==> src/rtl/moip_pkg.sv <==
// Shared types and constants of the min offset index packer.
package moip_pkg;

	localparam int VALUE_W   = 32;
	localparam int CODE_W    = 2;
	localparam int CFG_IDX_W = 8;
	localparam int CFG_DATA_W = 32;

	// Lane width codes as they appear on the result items.
	localparam logic [CODE_W-1:0] LANE_W8  = 2'd0;
	localparam logic [CODE_W-1:0] LANE_W16 = 2'd1;
	localparam logic [CODE_W-1:0] LANE_W32 = 2'd2;

	// Configuration register indexes.
	localparam logic [CFG_IDX_W-1:0] CFG_FORCE_WORD = 8'd0;
	localparam logic [CFG_IDX_W-1:0] CFG_SIGNED     = 8'd1;

	// Extreme start values for each compare mode.
	localparam logic [VALUE_W-1:0] SMIN_START = 32'h7FFF_FFFF;
	localparam logic [VALUE_W-1:0] SMAX_START = 32'h8000_0000;
	localparam logic [VALUE_W-1:0] UMIN_START = 32'hFFFF_FFFF;
	localparam logic [VALUE_W-1:0] UMAX_START = 32'h0000_0000;

	// Commands from the controller to the datapath.
	typedef struct packed {
		logic accept_in;
		logic calc;
		logic rd_issue;
		logic acc_step;
		logic out_take;
	} ctrl_cmd_t;

	// Status from the datapath to the controller.
	typedef struct packed {
		logic word_done;
		logic out_last;
	} dp_status_t;

endpackage

==> src/rtl/moip_if.sv <==
// Handshake channel interfaces for values, packed words and configuration writes.
interface moip_value_if;
	import moip_pkg::*;
	logic               valid;
	logic               ready;
	logic [VALUE_W-1:0] index_value;
	logic               set_last;
	modport source (output valid, output index_value, output set_last, input ready);
	modport sink (input valid, input index_value, input set_last, output ready);
endinterface

interface moip_word_if;
	import moip_pkg::*;
	logic               valid;
	logic               ready;
	logic [VALUE_W-1:0] packed_word;
	logic [CODE_W-1:0]  lane_width_code;
	logic [VALUE_W-1:0] shift_offset;
	logic               word_last;
	modport source (output valid, output packed_word, output lane_width_code,
		output shift_offset, output word_last, input ready);
	modport sink (input valid, input packed_word, input lane_width_code,
		input shift_offset, input word_last, output ready);
endinterface

interface moip_cfg_if;
	import moip_pkg::*;
	logic                  valid;
	logic                  ready;
	logic [CFG_IDX_W-1:0]  index;
	logic [CFG_DATA_W-1:0] data;
	modport source (output valid, output index, output data, input ready);
	modport sink (input valid, input index, input data, output ready);
endinterface

==> src/rtl/moip_datapath.sv <==
// Datapath: value store, running extremes, lane width choice and word assembly.
module moip_datapath import moip_pkg::*; #(
	parameter int MAX_VALUES = 64
) (
	input  logic                  clk,
	input  logic                  arst_n,
	input  ctrl_cmd_t             cmd,
	output dp_status_t            status,
	input  logic [VALUE_W-1:0]    index_value,
	input  logic                  cfg_we,
	input  logic [CFG_IDX_W-1:0]  cfg_index,
	input  logic [CFG_DATA_W-1:0] cfg_data,
	output logic [VALUE_W-1:0]    packed_word,
	output logic [CODE_W-1:0]     lane_width_code,
	output logic [VALUE_W-1:0]    shift_offset,
	output logic                  word_last
);

	localparam int IDX_W = (MAX_VALUES > 1) ? $clog2(MAX_VALUES) : 1;
	localparam int CNT_W = $clog2(MAX_VALUES + 1);

	logic               force_word_q;
	logic               signed_q;
	logic [CNT_W-1:0]   count_q;
	logic [VALUE_W-1:0] min_q;
	logic [VALUE_W-1:0] max_q;
	logic [VALUE_W-1:0] mem [MAX_VALUES];
	logic [VALUE_W-1:0] rd_data_q;
	logic [IDX_W-1:0]   rd_ptr_q;
	logic [1:0]         lane_q;
	logic [VALUE_W-1:0] acc_q;
	logic [CODE_W-1:0]  code_q;
	logic [VALUE_W-1:0] offset_q;
	logic [VALUE_W-1:0] out_word_q;
	logic               out_last_q;

	logic               store_ok;
	logic               v_lt_min;
	logic               max_lt_v;
	logic [VALUE_W-1:0] range;
	logic [VALUE_W-1:0] lane_sum;
	logic [VALUE_W-1:0] acc_next;
	logic               lane_last;
	logic               value_last;

	// Mode-aware compares: flipping the sign bit turns a signed compare into unsigned.
	assign store_ok = count_q < CNT_W'(MAX_VALUES);
	assign v_lt_min = ({index_value[31] ^ signed_q, index_value[30:0]} <
		{min_q[31] ^ signed_q, min_q[30:0]});
	assign max_lt_v = ({max_q[31] ^ signed_q, max_q[30:0]} <
		{index_value[31] ^ signed_q, index_value[30:0]});
	assign range = max_q - min_q;

	// Configuration registers.
	always_ff @(posedge clk or negedge arst_n) begin
		if (!arst_n) begin
			force_word_q <= 1'b0;
			signed_q     <= 1'b1;
		end else if (cfg_we) begin
			if (cfg_index == CFG_FORCE_WORD) begin
				force_word_q <= cfg_data[0];
			end
			if (cfg_index == CFG_SIGNED) begin
				signed_q <= cfg_data[0];
			end
		end
	end

	// Value store: written while loading, read one entry per store read command while packing.
	always_ff @(posedge clk) begin
		if (cmd.accept_in && store_ok) begin
			mem[count_q[IDX_W-1:0]] <= index_value;
		end
		if (cmd.rd_issue) begin
			rd_data_q <= mem[rd_ptr_q];
		end
	end

	// Fill count and running extremes.
	always_ff @(posedge clk or negedge arst_n) begin
		if (!arst_n) begin
			count_q <= '0;
			min_q   <= SMIN_START;
			max_q   <= SMAX_START;
		end else if (cmd.accept_in && store_ok) begin
			count_q <= count_q + CNT_W'(1);
			if (count_q == '0) begin
				min_q <= index_value;
				max_q <= index_value;
			end else begin
				if (v_lt_min) begin
					min_q <= index_value;
				end
				if (max_lt_v) begin
					max_q <= index_value;
				end
			end
		end else if (cmd.out_take && out_last_q) begin
			count_q <= '0;
			min_q   <= signed_q ? SMIN_START : UMIN_START;
			max_q   <= signed_q ? SMAX_START : UMAX_START;
		end
	end

	// Lane insertion of the current value into the word being assembled.
	assign lane_sum = rd_data_q + offset_q;
	always_comb begin
		case (code_q)
			LANE_W8: begin
				acc_next  = acc_q | ({24'b0, lane_sum[7:0]} << {lane_q, 3'b000});
				lane_last = (lane_q == 2'd3);
			end
			LANE_W16: begin
				acc_next  = acc_q | ({16'b0, lane_sum[15:0]} << {lane_q[0], 4'b0000});
				lane_last = lane_q[0];
			end
			default: begin
				acc_next  = lane_sum;
				lane_last = 1'b1;
			end
		endcase
	end
	assign value_last = (CNT_W'(rd_ptr_q) == (count_q - CNT_W'(1)));

	// Packing pass: lane width choice, read pointer, accumulator and output word.
	always_ff @(posedge clk) begin
		if (cmd.calc) begin
			offset_q <= '0 - min_q;
			rd_ptr_q <= '0;
			lane_q   <= '0;
			acc_q    <= '0;
			if (force_word_q) begin
				code_q <= LANE_W32;
			end else if (range[31:8] == '0) begin
				code_q <= LANE_W8;
			end else if (range[31:16] == '0) begin
				code_q <= LANE_W16;
			end else begin
				code_q <= LANE_W32;
			end
		end
		if (cmd.acc_step) begin
			if (lane_last || value_last) begin
				out_word_q <= acc_next;
				out_last_q <= value_last;
				acc_q      <= '0;
			end else begin
				acc_q    <= acc_next;
				lane_q   <= lane_q + 2'd1;
				rd_ptr_q <= rd_ptr_q + IDX_W'(1);
			end
		end
		if (cmd.out_take && !out_last_q) begin
			rd_ptr_q <= rd_ptr_q + IDX_W'(1);
			lane_q   <= '0;
		end
	end

	assign status.word_done = lane_last || value_last;
	assign status.out_last  = out_last_q;

	assign packed_word     = out_word_q;
	assign lane_width_code = code_q;
	assign shift_offset    = offset_q;
	assign word_last       = out_last_q;

endmodule

==> src/rtl/moip_ctrl.sv <==
// Controller: sequences loading, lane width choice, store reads and word delivery.
module moip_ctrl import moip_pkg::*; (
	input  logic       clk,
	input  logic       arst_n,
	input  logic       in_valid,
	input  logic       in_last,
	input  logic       out_ready,
	input  dp_status_t status,
	output ctrl_cmd_t  cmd,
	output logic       in_ready,
	output logic       out_valid
);

	typedef enum logic [2:0] {
		S_LOAD,
		S_CALC,
		S_READ,
		S_ACC,
		S_OUT
	} state_t;

	state_t state_q;
	logic   in_ready_q;
	logic   out_valid_q;

	// Commands follow the state and the handshakes.
	assign cmd.accept_in = in_ready_q && in_valid;
	assign cmd.calc      = (state_q == S_CALC);
	assign cmd.rd_issue  = (state_q == S_READ);
	assign cmd.acc_step  = (state_q == S_ACC);
	assign cmd.out_take  = out_valid_q && out_ready;

	// State register with registered handshake outputs.
	always_ff @(posedge clk or negedge arst_n) begin
		if (!arst_n) begin
			state_q     <= S_LOAD;
			in_ready_q  <= 1'b1;
			out_valid_q <= 1'b0;
		end else begin
			unique case (state_q)
				S_LOAD: begin
					if (in_valid && in_last) begin
						state_q    <= S_CALC;
						in_ready_q <= 1'b0;
					end
				end
				S_CALC: begin
					state_q <= S_READ;
				end
				S_READ: begin
					state_q <= S_ACC;
				end
				S_ACC: begin
					if (status.word_done) begin
						state_q     <= S_OUT;
						out_valid_q <= 1'b1;
					end else begin
						state_q <= S_READ;
					end
				end
				S_OUT: begin
					if (out_ready) begin
						out_valid_q <= 1'b0;
						if (status.out_last) begin
							state_q    <= S_LOAD;
							in_ready_q <= 1'b1;
						end else begin
							state_q <= S_READ;
						end
					end
				end
				default: begin
					state_q <= S_LOAD;
				end
			endcase
		end
	end

	assign in_ready  = in_ready_q;
	assign out_valid = out_valid_q;

endmodule

==> src/rtl/min_offset_index_packer_top.sv <==
// Loading takes one value item per cycle; a value marked last starts the packing pass.
// In the packing pass the controller chooses the lane width (S_CALC), then for each value
// does one store read (S_READ) and one lane insert (S_ACC) until the word is complete, and
// offers it (S_OUT); after each non-final word is taken it goes back to reading. No new
// value is accepted until the final word of the set has been taken.
// Reset empties the fill count, returns the controller to loading and sets the mode
// registers to signed compare with automatic lane width; the store keeps its contents.
module min_offset_index_packer_top import moip_pkg::*; #(
	parameter int MAX_VALUES = 64
) (
	input  logic clk,
	input  logic arst_n,
	moip_value_if.sink   values,
	moip_word_if.source  words,
	moip_cfg_if.sink     cfg
);

	ctrl_cmd_t  cmd;
	dp_status_t status;

	// Configuration writes are always taken.
	assign cfg.ready = 1'b1;

	// Sequencing of the loading and packing passes.
	moip_ctrl u_ctrl (
		.clk       (clk),
		.arst_n    (arst_n),
		.in_valid  (values.valid),
		.in_last   (values.set_last),
		.out_ready (words.ready),
		.status    (status),
		.cmd       (cmd),
		.in_ready  (values.ready),
		.out_valid (words.valid)
	);

	// Storage, extremes and word assembly.
	moip_datapath #(
		.MAX_VALUES (MAX_VALUES)
	) u_datapath (
		.clk             (clk),
		.arst_n          (arst_n),
		.cmd             (cmd),
		.status          (status),
		.index_value     (values.index_value),
		.cfg_we          (cfg.valid),
		.cfg_index       (cfg.index),
		.cfg_data        (cfg.data),
		.packed_word     (words.packed_word),
		.lane_width_code (words.lane_width_code),
		.shift_offset    (words.shift_offset),
		.word_last       (words.word_last)
	);

endmodule

==> src/flat_wrapper.sv <==
// flat-port wrapper written by rule: the top's interface ports become plain ports
module min_offset_index_packer_top_flat import moip_pkg::*;
#(
	parameter int MAX_VALUES = 64
)
  (clk, arst_n, values_valid, values_index_value, values_set_last, values_ready, words_valid, words_packed_word, words_lane_width_code, words_shift_offset, words_word_last, words_ready, cfg_valid, cfg_index, cfg_data, cfg_ready);
  moip_value_if values_i ();
  moip_word_if words_i ();
  moip_cfg_if cfg_i ();
  input  logic clk;
  input  logic arst_n;
  input wire logic [$bits(values_i.valid)-1:0] values_valid;
  input wire logic [$bits(values_i.index_value)-1:0] values_index_value;
  input wire logic [$bits(values_i.set_last)-1:0] values_set_last;
  output wire logic [$bits(values_i.ready)-1:0] values_ready;
  output wire logic [$bits(words_i.valid)-1:0] words_valid;
  output wire logic [$bits(words_i.packed_word)-1:0] words_packed_word;
  output wire logic [$bits(words_i.lane_width_code)-1:0] words_lane_width_code;
  output wire logic [$bits(words_i.shift_offset)-1:0] words_shift_offset;
  output wire logic [$bits(words_i.word_last)-1:0] words_word_last;
  input wire logic [$bits(words_i.ready)-1:0] words_ready;
  input wire logic [$bits(cfg_i.valid)-1:0] cfg_valid;
  input wire logic [$bits(cfg_i.index)-1:0] cfg_index;
  input wire logic [$bits(cfg_i.data)-1:0] cfg_data;
  output wire logic [$bits(cfg_i.ready)-1:0] cfg_ready;
  assign values_i.valid = values_valid;
  assign values_i.index_value = values_index_value;
  assign values_i.set_last = values_set_last;
  assign values_ready = values_i.ready;
  assign words_valid = words_i.valid;
  assign words_packed_word = words_i.packed_word;
  assign words_lane_width_code = words_i.lane_width_code;
  assign words_shift_offset = words_i.shift_offset;
  assign words_word_last = words_i.word_last;
  assign words_i.ready = words_ready;
  assign cfg_i.valid = cfg_valid;
  assign cfg_i.index = cfg_index;
  assign cfg_i.data = cfg_data;
  assign cfg_ready = cfg_i.ready;
  min_offset_index_packer_top #(.MAX_VALUES(MAX_VALUES)) u_core (.clk(clk), .arst_n(arst_n), .values(values_i), .words(words_i), .cfg(cfg_i));
endmodule
==> config.mk <==
export PLATFORM = sky130hd
export DESIGN_NAME = min_offset_index_packer_top_flat
export DESIGN_NICKNAME = d
export VERILOG_FILES = /design/src/rtl/moip_pkg.sv /design/src/rtl/moip_if.sv /design/src/rtl/moip_datapath.sv /design/src/rtl/moip_ctrl.sv /design/src/rtl/min_offset_index_packer_top.sv /design/src/flat_wrapper.sv
export SDC_FILE = /design/constraint.sdc
export NUM_CORES = 2
export LEC_CHECK = 0
export BUFFER_PORTS_ARGS = -buffer_cell sky130_fd_sc_hd__buf_4
export CAP_MARGIN = 20
export CORE_MARGIN = 2
export CORE_UTILIZATION = 30
export DETAILED_ROUTE_END_ITERATION = 6
export GPL_TIMING_DRIVEN = 0
export HOLD_SLACK_MARGIN = 0.15
export SYNTH_ARGS = -nofsm -noshare
export SYNTH_HDL_FRONTEND = slang
export SYNTH_HIERARCHICAL = 1
export SYNTH_SLANG_ARGS = --single-unit
==> constraint.sdc <==
create_clock -name clk -period 4.5 [get_ports clk]
set_input_delay 0.675 -clock clk [delete_from_list [all_inputs] [get_ports clk]]
set_output_delay 0.675 -clock clk [all_outputs]
set_load 0.02 [all_outputs]
Yosys cells after proc, flatten, opt, wreduce, memory -nomap -nowiden
Memory sizes are Yosys's and may differ from the RTL's. A register that Yosys moved wholly into a read port is not among the register bits.
Index checks and enable logic that the tools add are counted.
{ "word_totals": {"ff_bits": 185, "mem_bits_rw": 2048, "n_memories": 1} }
{ "memory_table": {"columns": ["memory", "depth", "width", "rd", "rd_ports_with_merged_regs", "write_ports", "line_no", "rtl"], "rows": [
  ["u_core.u_datapath.mem", 64, 32, 1, 1, 1, "moip_datapath.sv:27", "logic [VALUE_W-1:0] mem [MAX_VALUES];"]
]} }
{ "op_classes": {"addsub": 7, "n_lt_le_gt_ge": 3, "n_eq_ne": 14, "shift": 2, "n_mux": 40, "bitwise_logic": 5, "n_reduce_logical": 27} }
{ "op_table": {"columns": ["cell", "count"], "rows": [
  ["32-bit two-way mux", 13],
  ["32-bit < comparator", 2],
  ["32-bit OR", 2],
  ["32-bit case mux with 2 select lines", 1],
  ["32-bit adder", 1],
  ["16-bit by 5-bit << shifter with 32-bit output", 1],
  ["8-bit by 5-bit << shifter with 32-bit output", 1],
  ["1-bit by 32-bit subtractor with 32-bit output, first input constant", 1],
  ["32-bit subtractor", 1],
  ["24-bit logical NOT", 1],
  ["6-bit two-way mux", 4],
  ["16-bit logical NOT", 1],
  ["3-bit case mux with 5 select lines", 1],
  ["7-bit two-way mux", 2],
  ["2-bit two-way mux", 6],
  ["2-bit AND reduction", 6],
  ["3-bit two-way mux", 3],
  ["8-bit by 1-bit equality test with 1-bit output, second input constant", 1],
  ["8-bit logical NOT", 1],
  ["2-bit inequality test, second input constant", 4],
  ["2-bit nonzero test", 4],
  ["7-bit by 1-bit adder with 7-bit output, second input constant", 1],
  ["6-bit by 7-bit equality test with 1-bit output", 1],
  ["7-bit logical NOT", 1],
  ["21 further kinds", 38]
]} }

Depth between registers and ports, before layout
{ "depth": {"word_depth": 6, "ltp_mapped": 14, "ltp_nobuf": 12} }

Modules after synthesis
The synthesis kept the hierarchy.
{ "modules_own_cells": {"columns": ["mod", "instances", "cells_each", "area_per_inst_um2", "seq_area_each_um2"], "rows": [
  ["moip_datapath", 1, 4270, 91013.5, 67461.0],
  ["moip_ctrl", 1, 28, 271.5, 126.4],
  ["min_offset_index_packer_top", 1, 2, 11.3, 0.0]
]} }

Least setup slack after synthesis
OpenSTA, ideal clock, no wires.
{ "synth_path": {"kind": "flip-flop to flip-flop", "from": "reg u_core.u_datapath.count_q[0]", "to": "reg u_core.u_datapath.out_word_q[0], in the netlist u_core/u_datapath/packed_word[0], enable pin", "setup_time_ns": 0.427, "arrival_ns": 3.319, "slack_ns": 0.754, "path_stages_with_launch": 10, "path_buffers": 1, "period_less_slack_ns": 3.746, "path_cell_list": "dfrtp_1 > clkbuf_1 > inv_1 > ha_1 > and2_1 > o21ai_0 > a31oi_1 > a211oi_2 > a2111oi_4 > nor2b_1"} }
{ "synth_via": {"elab_chain_cells": 4} }
{ "synth_rtl": {"columns": ["item", "line_no", "rtl"], "rows": [
  ["start: declaration", "moip_datapath.sv:24", "logic [CNT_W-1:0] count_q;"],
  ["start signal: assignment", "moip_datapath.sv:86", "count_q <= count_q + CNT_W'(1);"],
  ["7-bit by 1-bit subtractor with 7-bit output", "moip_datapath.sv:123", "assign value_last = (CNT_W'(rd_ptr_q) == (count_q - CNT_W'(1)));"],
  ["6-bit by 7-bit equality test with 1-bit output", "moip_datapath.sv:123", null],
  ["via u_core.u_datapath.value_last", "moip_datapath.sv:44", "logic value_last;"],
  ["1-bit logical OR", "moip_datapath.sv:143", "if (lane_last || value_last) begin"],
  ["2-bit AND reduction (no source line)", null, null],
  ["end signal: assignment", "moip_datapath.sv:144", "out_word_q <= acc_next;"],
  ["end: declaration", "moip_datapath.sv:34", "logic [VALUE_W-1:0] out_word_q;"]
]} }
The timed path passes the listed nets, and every way through them passes these cells.
A chain may end at the register's enable or synchronous reset.

==> run metrics <==
result of the run finished, violations left; violated checks negative setup slack; DRC violation total after the first TritonRoute iteration 5972; portion of the post-synthesis area used by sequential elements 74.03%; endpoints failing hold 0; slowest cell on the critical path sky130_fd_sc_hd__nor2b_1; initial core utilization 30.15%; area growth from synthesis to layout 17.86%; maximum net fanout on the critical path 20; fraction of layout cells with a size suffix above 1 28.76%; Port Buffers 115; startpoint types register; dominant synthesized flop cell sky130_fd_sc_hd__edfxtp_1; Die Wd 555.7 um; family with the most delay on the worst path simple AND/OR/NAND/NOR gates; floorplan core area 302800 um^2; total clock sinks 2265; count of mapped cells out of synthesis 4300; Antenna Violating Nets Remaining 0; clock-pin slew reported for the worst setup and hold paths after clock tree synthesis 0.06 ns; most congested layer reported by global routing met2; final critical delay including setup and external delays 4.575 ns; post-layout instance area 107600 um^2; cells along the critical path and2_1 > nor2b_1 > clkbuf_1 > nand4_1 > nor2_4 > buf_12; Pre-antenna DRT Iters 5; final weighted congestion in routability-driven placement 0.8823; Synth warnings 6; top-level port count 148; slew at the pin closest to its max-slew limit 1.209 ns; pin count of the biggest net entering global routing 79; final count of negative-setup-slack endpoints 20; CP Capture Type register; synth top area cells sky130_fd_sc_hd__edfxtp_1, sky130_fd_sc_hd__mux4_2, sky130_fd_sc_hd__ha_1; Max Cap Viol 0; final clock period utilization by the worst path 101.7%; CTS tree done; worst rel slew slack 19.15%; Routed WL per cell 28.37 um; total number of vias 47110; Max Fclk 218.6 MHz; maximum clock path buffer count 3; source-to-sink clock delay at the later pin of the worst-skew pair 0.89 ns; DP Wirelength 170200 um; Yosys cell types 81; number of pins with negative max-slew slack in the final report 0; number of levels the H-tree was split into 4; synthesized area 91300 um^2; number of fill cells 27710; Cell Area, Placed 99340 um^2; final setup margin -0.07513 ns; num rows 202; met2 usage in global routing 25.49%; leak pwr 33.92 nW; area of all sequential standard cells 67590 um^2; highest cell delay on the worst timing path 0.84 ns; Placement Setup Slack -0.3847 ns; Post-synth ARST share 3.444%; antenna violations before repair 40; Worst Skew 0.06349 ns; data required time of the worst path 5.03 ns; final net count 4987; CP Class reg -> reg; DIE HEIGHT 555.7 um; area share of the largest cell type after synthesis 71.67%; setup slack of the worst register-to-register path -0.08 ns; Die Footprint 308800 um^2; footprint of the multi-input gates 23050 um^2; total power divided by cell area 596.7 nW/um^2; WL final 254500 um; Worst VDD drop 388.8 uV; post-DR vias/cell 5.251; GR met3 Demand/Resource 3.507%; CP Buf/Inv Count 2; kind of path behind the tightest hold check in -> async; number of buffers created by CTS 227; syn avg cell area 21.23 um^2; overall global routing resource usage 16.21%; met1 track utilization from global routing 22.16%; clock root cell sky130_fd_sc_hd__clkbuf_16; first-pass GRT wire length 354200 um; number of synthesized flops with an enable pin 2179; overflow left after global routing 0; Synth area leader sky130_fd_sc_hd__edfxtp_1; number of remaining DRC errors 0; number of global-route vias before repair 46180; Post-Synthesis Net Count 4506; data arrival at the endpoint of the critical path 5.11 ns; number of synthesized register bits 2265
## cell usage after synthesis, types with 5 or more instances
master and number:
sky130_fd_sc_hd__a22o_1 35, sky130_fd_sc_hd__mux2_2 5, sky130_fd_sc_hd__a211o_1 5, sky130_fd_sc_hd__dfstp_2 34, sky130_fd_sc_hd__buf_1 38, sky130_fd_sc_hd__a2111oi_0 6
sky130_fd_sc_hd__a31o_2 5, sky130_fd_sc_hd__nand3_1 32, sky130_fd_sc_hd__or2_2 11, sky130_fd_sc_hd__o22a_1 31, sky130_fd_sc_hd__edfxtp_1 2179, sky130_fd_sc_hd__xnor2_1 56
sky130_fd_sc_hd__nor4_1 7, sky130_fd_sc_hd__o21ai_1 7, sky130_fd_sc_hd__dfrtp_1 44, sky130_fd_sc_hd__or3_1 9, sky130_fd_sc_hd__clkbuf_1 132, sky130_fd_sc_hd__nand2_1 91
sky130_fd_sc_hd__and2_1 11, sky130_fd_sc_hd__xor2_1 20, sky130_fd_sc_hd__nand2b_1 18, sky130_fd_sc_hd__o21a_1 8, sky130_fd_sc_hd__dfxtp_1 8, sky130_fd_sc_hd__and3_1 23
sky130_fd_sc_hd__a31oi_1 11, sky130_fd_sc_hd__o211ai_1 5, sky130_fd_sc_hd__nand4_1 24, sky130_fd_sc_hd__ha_1 127, sky130_fd_sc_hd__o22ai_1 8, sky130_fd_sc_hd__nor3_1 29
sky130_fd_sc_hd__mux4_2 672, sky130_fd_sc_hd__inv_1 88, sky130_fd_sc_hd__a211oi_1 15, sky130_fd_sc_hd__a21oi_1 93, sky130_fd_sc_hd__nor2b_1 23, sky130_fd_sc_hd__o21ai_0 69
sky130_fd_sc_hd__nor2_1 141, sky130_fd_sc_hd__buf_2 37, sky130_fd_sc_hd__a221oi_1 5, sky130_fd_sc_hd__a21o_1 54
## layout by cell type (no fill, tap or decap), types with 24 or more instances in the layout
cell                        count
sky130_fd_sc_hd__a21o_1        54
sky130_fd_sc_hd__a21oi_1       93
sky130_fd_sc_hd__a22o_1        35
sky130_fd_sc_hd__buf_1         37
sky130_fd_sc_hd__buf_12        71
sky130_fd_sc_hd__buf_2         37
sky130_fd_sc_hd__buf_4        133
sky130_fd_sc_hd__buf_8         25
sky130_fd_sc_hd__bufinv_16     28
sky130_fd_sc_hd__clkbuf_1     169
sky130_fd_sc_hd__clkbuf_16    228
sky130_fd_sc_hd__clkinv_1      49
sky130_fd_sc_hd__clkinv_2      38
sky130_fd_sc_hd__dfrtp_1       44
sky130_fd_sc_hd__dfstp_2       34
sky130_fd_sc_hd__diode_2       26
sky130_fd_sc_hd__edfxtp_1    2179
sky130_fd_sc_hd__ha_1         127
sky130_fd_sc_hd__inv_1         88
sky130_fd_sc_hd__mux4_2       672
sky130_fd_sc_hd__nand2_1       91
sky130_fd_sc_hd__nand3_1       31
sky130_fd_sc_hd__nand4_1       24
sky130_fd_sc_hd__nor2_1        76
sky130_fd_sc_hd__nor2_4        65
sky130_fd_sc_hd__nor3_1        28
sky130_fd_sc_hd__o21ai_0       69
sky130_fd_sc_hd__o22a_1        31
sky130_fd_sc_hd__xnor2_1       56
## report_power, final
part           total, mW  leakage (nW)  internal [mW]  switching [mW]
registers           25.3          20.6           24.5           0.819
clock network       19.0          3.62           10.9            8.06
logic               19.9          9.65           8.17            11.7
total               64.2          33.9           43.6            20.6
## layer usage
metal  vias to the layer above  wire, um
met4                        12      8704
met3                       395     23160
met1                     25400    103900
met5                         -        88
met2                      2184    118700
li1                      19120         -
## worst paths after layout
check	start	endpoint	cells after the start
max in group asynchronous	arst_n	u_core/u_datapath/min_q[0]	3
min in group clk	values_index_value[30]	u_core/u_datapath/mem[23][30]	1
worst max-delay path	u_core/u_ctrl/in_ready	u_core/u_datapath/mem[6][7]	6
worst max register to register	u_core/u_ctrl/in_ready	u_core/u_datapath/mem[6][7]	6
worst min-delay path	arst_n	u_core/u_datapath/force_word_q	2
worst min register to register	u_core/u_datapath/min_q[26]	u_core/u_datapath/min_q[26]	1
## cells by family (layout without fill, tap and decap cells)
| family | count (synthesis) | after routing | share of synthesized area [%] |
|---|---|---|---|
| mux | 681 | 681 | 16.68 |
| flops | 2265 | 2265 | 74.03 |
| buf+inv | 298 | 964 | 1.292 |
| compound gates | 404 | 404 | 3.075 |
| fa+ha+maj | 128 | 128 | 1.762 |
| xor+xnor | 76 | 76 | 0.7291 |
| simple gates | 447 | 449 | 2.423 |
| other cells | 1 | 27 | 0.004108 |
## flip-flops by register name, summed over array words and instances, names as in the netlist, 2 cells and up
name,flops
u_core/u_datapath/lane_q,2
u_core/u_datapath/count_q,7
u_core/u_datapath/max_q,32
u_core/u_datapath/rd_data_q,32
u_core/u_datapath/lane_width_code,2
u_core/u_datapath/rd_ptr_q,6
u_core/u_datapath/shift_offset,32
u_core/u_ctrl/state_q,3
u_core/u_datapath/acc_q,32
u_core/u_datapath/packed_word,32
u_core/u_datapath/mem,2048
u_core/u_datapath/min_q,32
## stage by stage
stage          total power [mW]  TNS [ns]  hold slack (ns)  utilization, %  cells
2_1_floorplan             37.40         0           0.3794               -   4300
5_1_grt                   66.40  -0.08992           0.3055           35.52   8947
3_5_place_dp              45.41    -93.80           0.5036           32.81   8479
3_3_place_gp              44.92  -2878.98           0.5024           32.08   8393
4_1_cts                   64.37         0           0.3238           35.45   8934
6_report                  64.21    -1.004           0.2899           35.54   8972
## cell type report
cell class / instances / area share (%)
flip-flops and latches: 2265 / 62.81
multi-input cells: 1739 / 21.42
clock buffers: 274 / 5.472
well taps: 3978 / 4.626
repair buffers: 250 / 3.029
clock inverters: 142 / 1.466
plain buffers: 210 / 0.8081
inverters: 88 / 0.3070
diodes: 26 / 0.06047
## worst reg2reg max path, cell delays in order (launching register included)
cell,delay [ns]
sky130_fd_sc_hd__dfstp_2,0.70
sky130_fd_sc_hd__and2_1,0.19
sky130_fd_sc_hd__nor2b_1,0.84
sky130_fd_sc_hd__clkbuf_1,0.66
sky130_fd_sc_hd__nand4_1,0.78
sky130_fd_sc_hd__nor2_4,0.73
sky130_fd_sc_hd__buf_12,0.27
## repair_timing
item | 4_1_cts | 5_1_grt
cloned | 1 | 1
resized for setup | 9 | 1
hold endpoints to repair | 50 | 0
hold buffers | 6 | 0
endpoints found under the setup margin | 482 | 40
setup buffers | 32 | 2
pin swaps | 19 | 2
(Power assumes the default switching activity.)
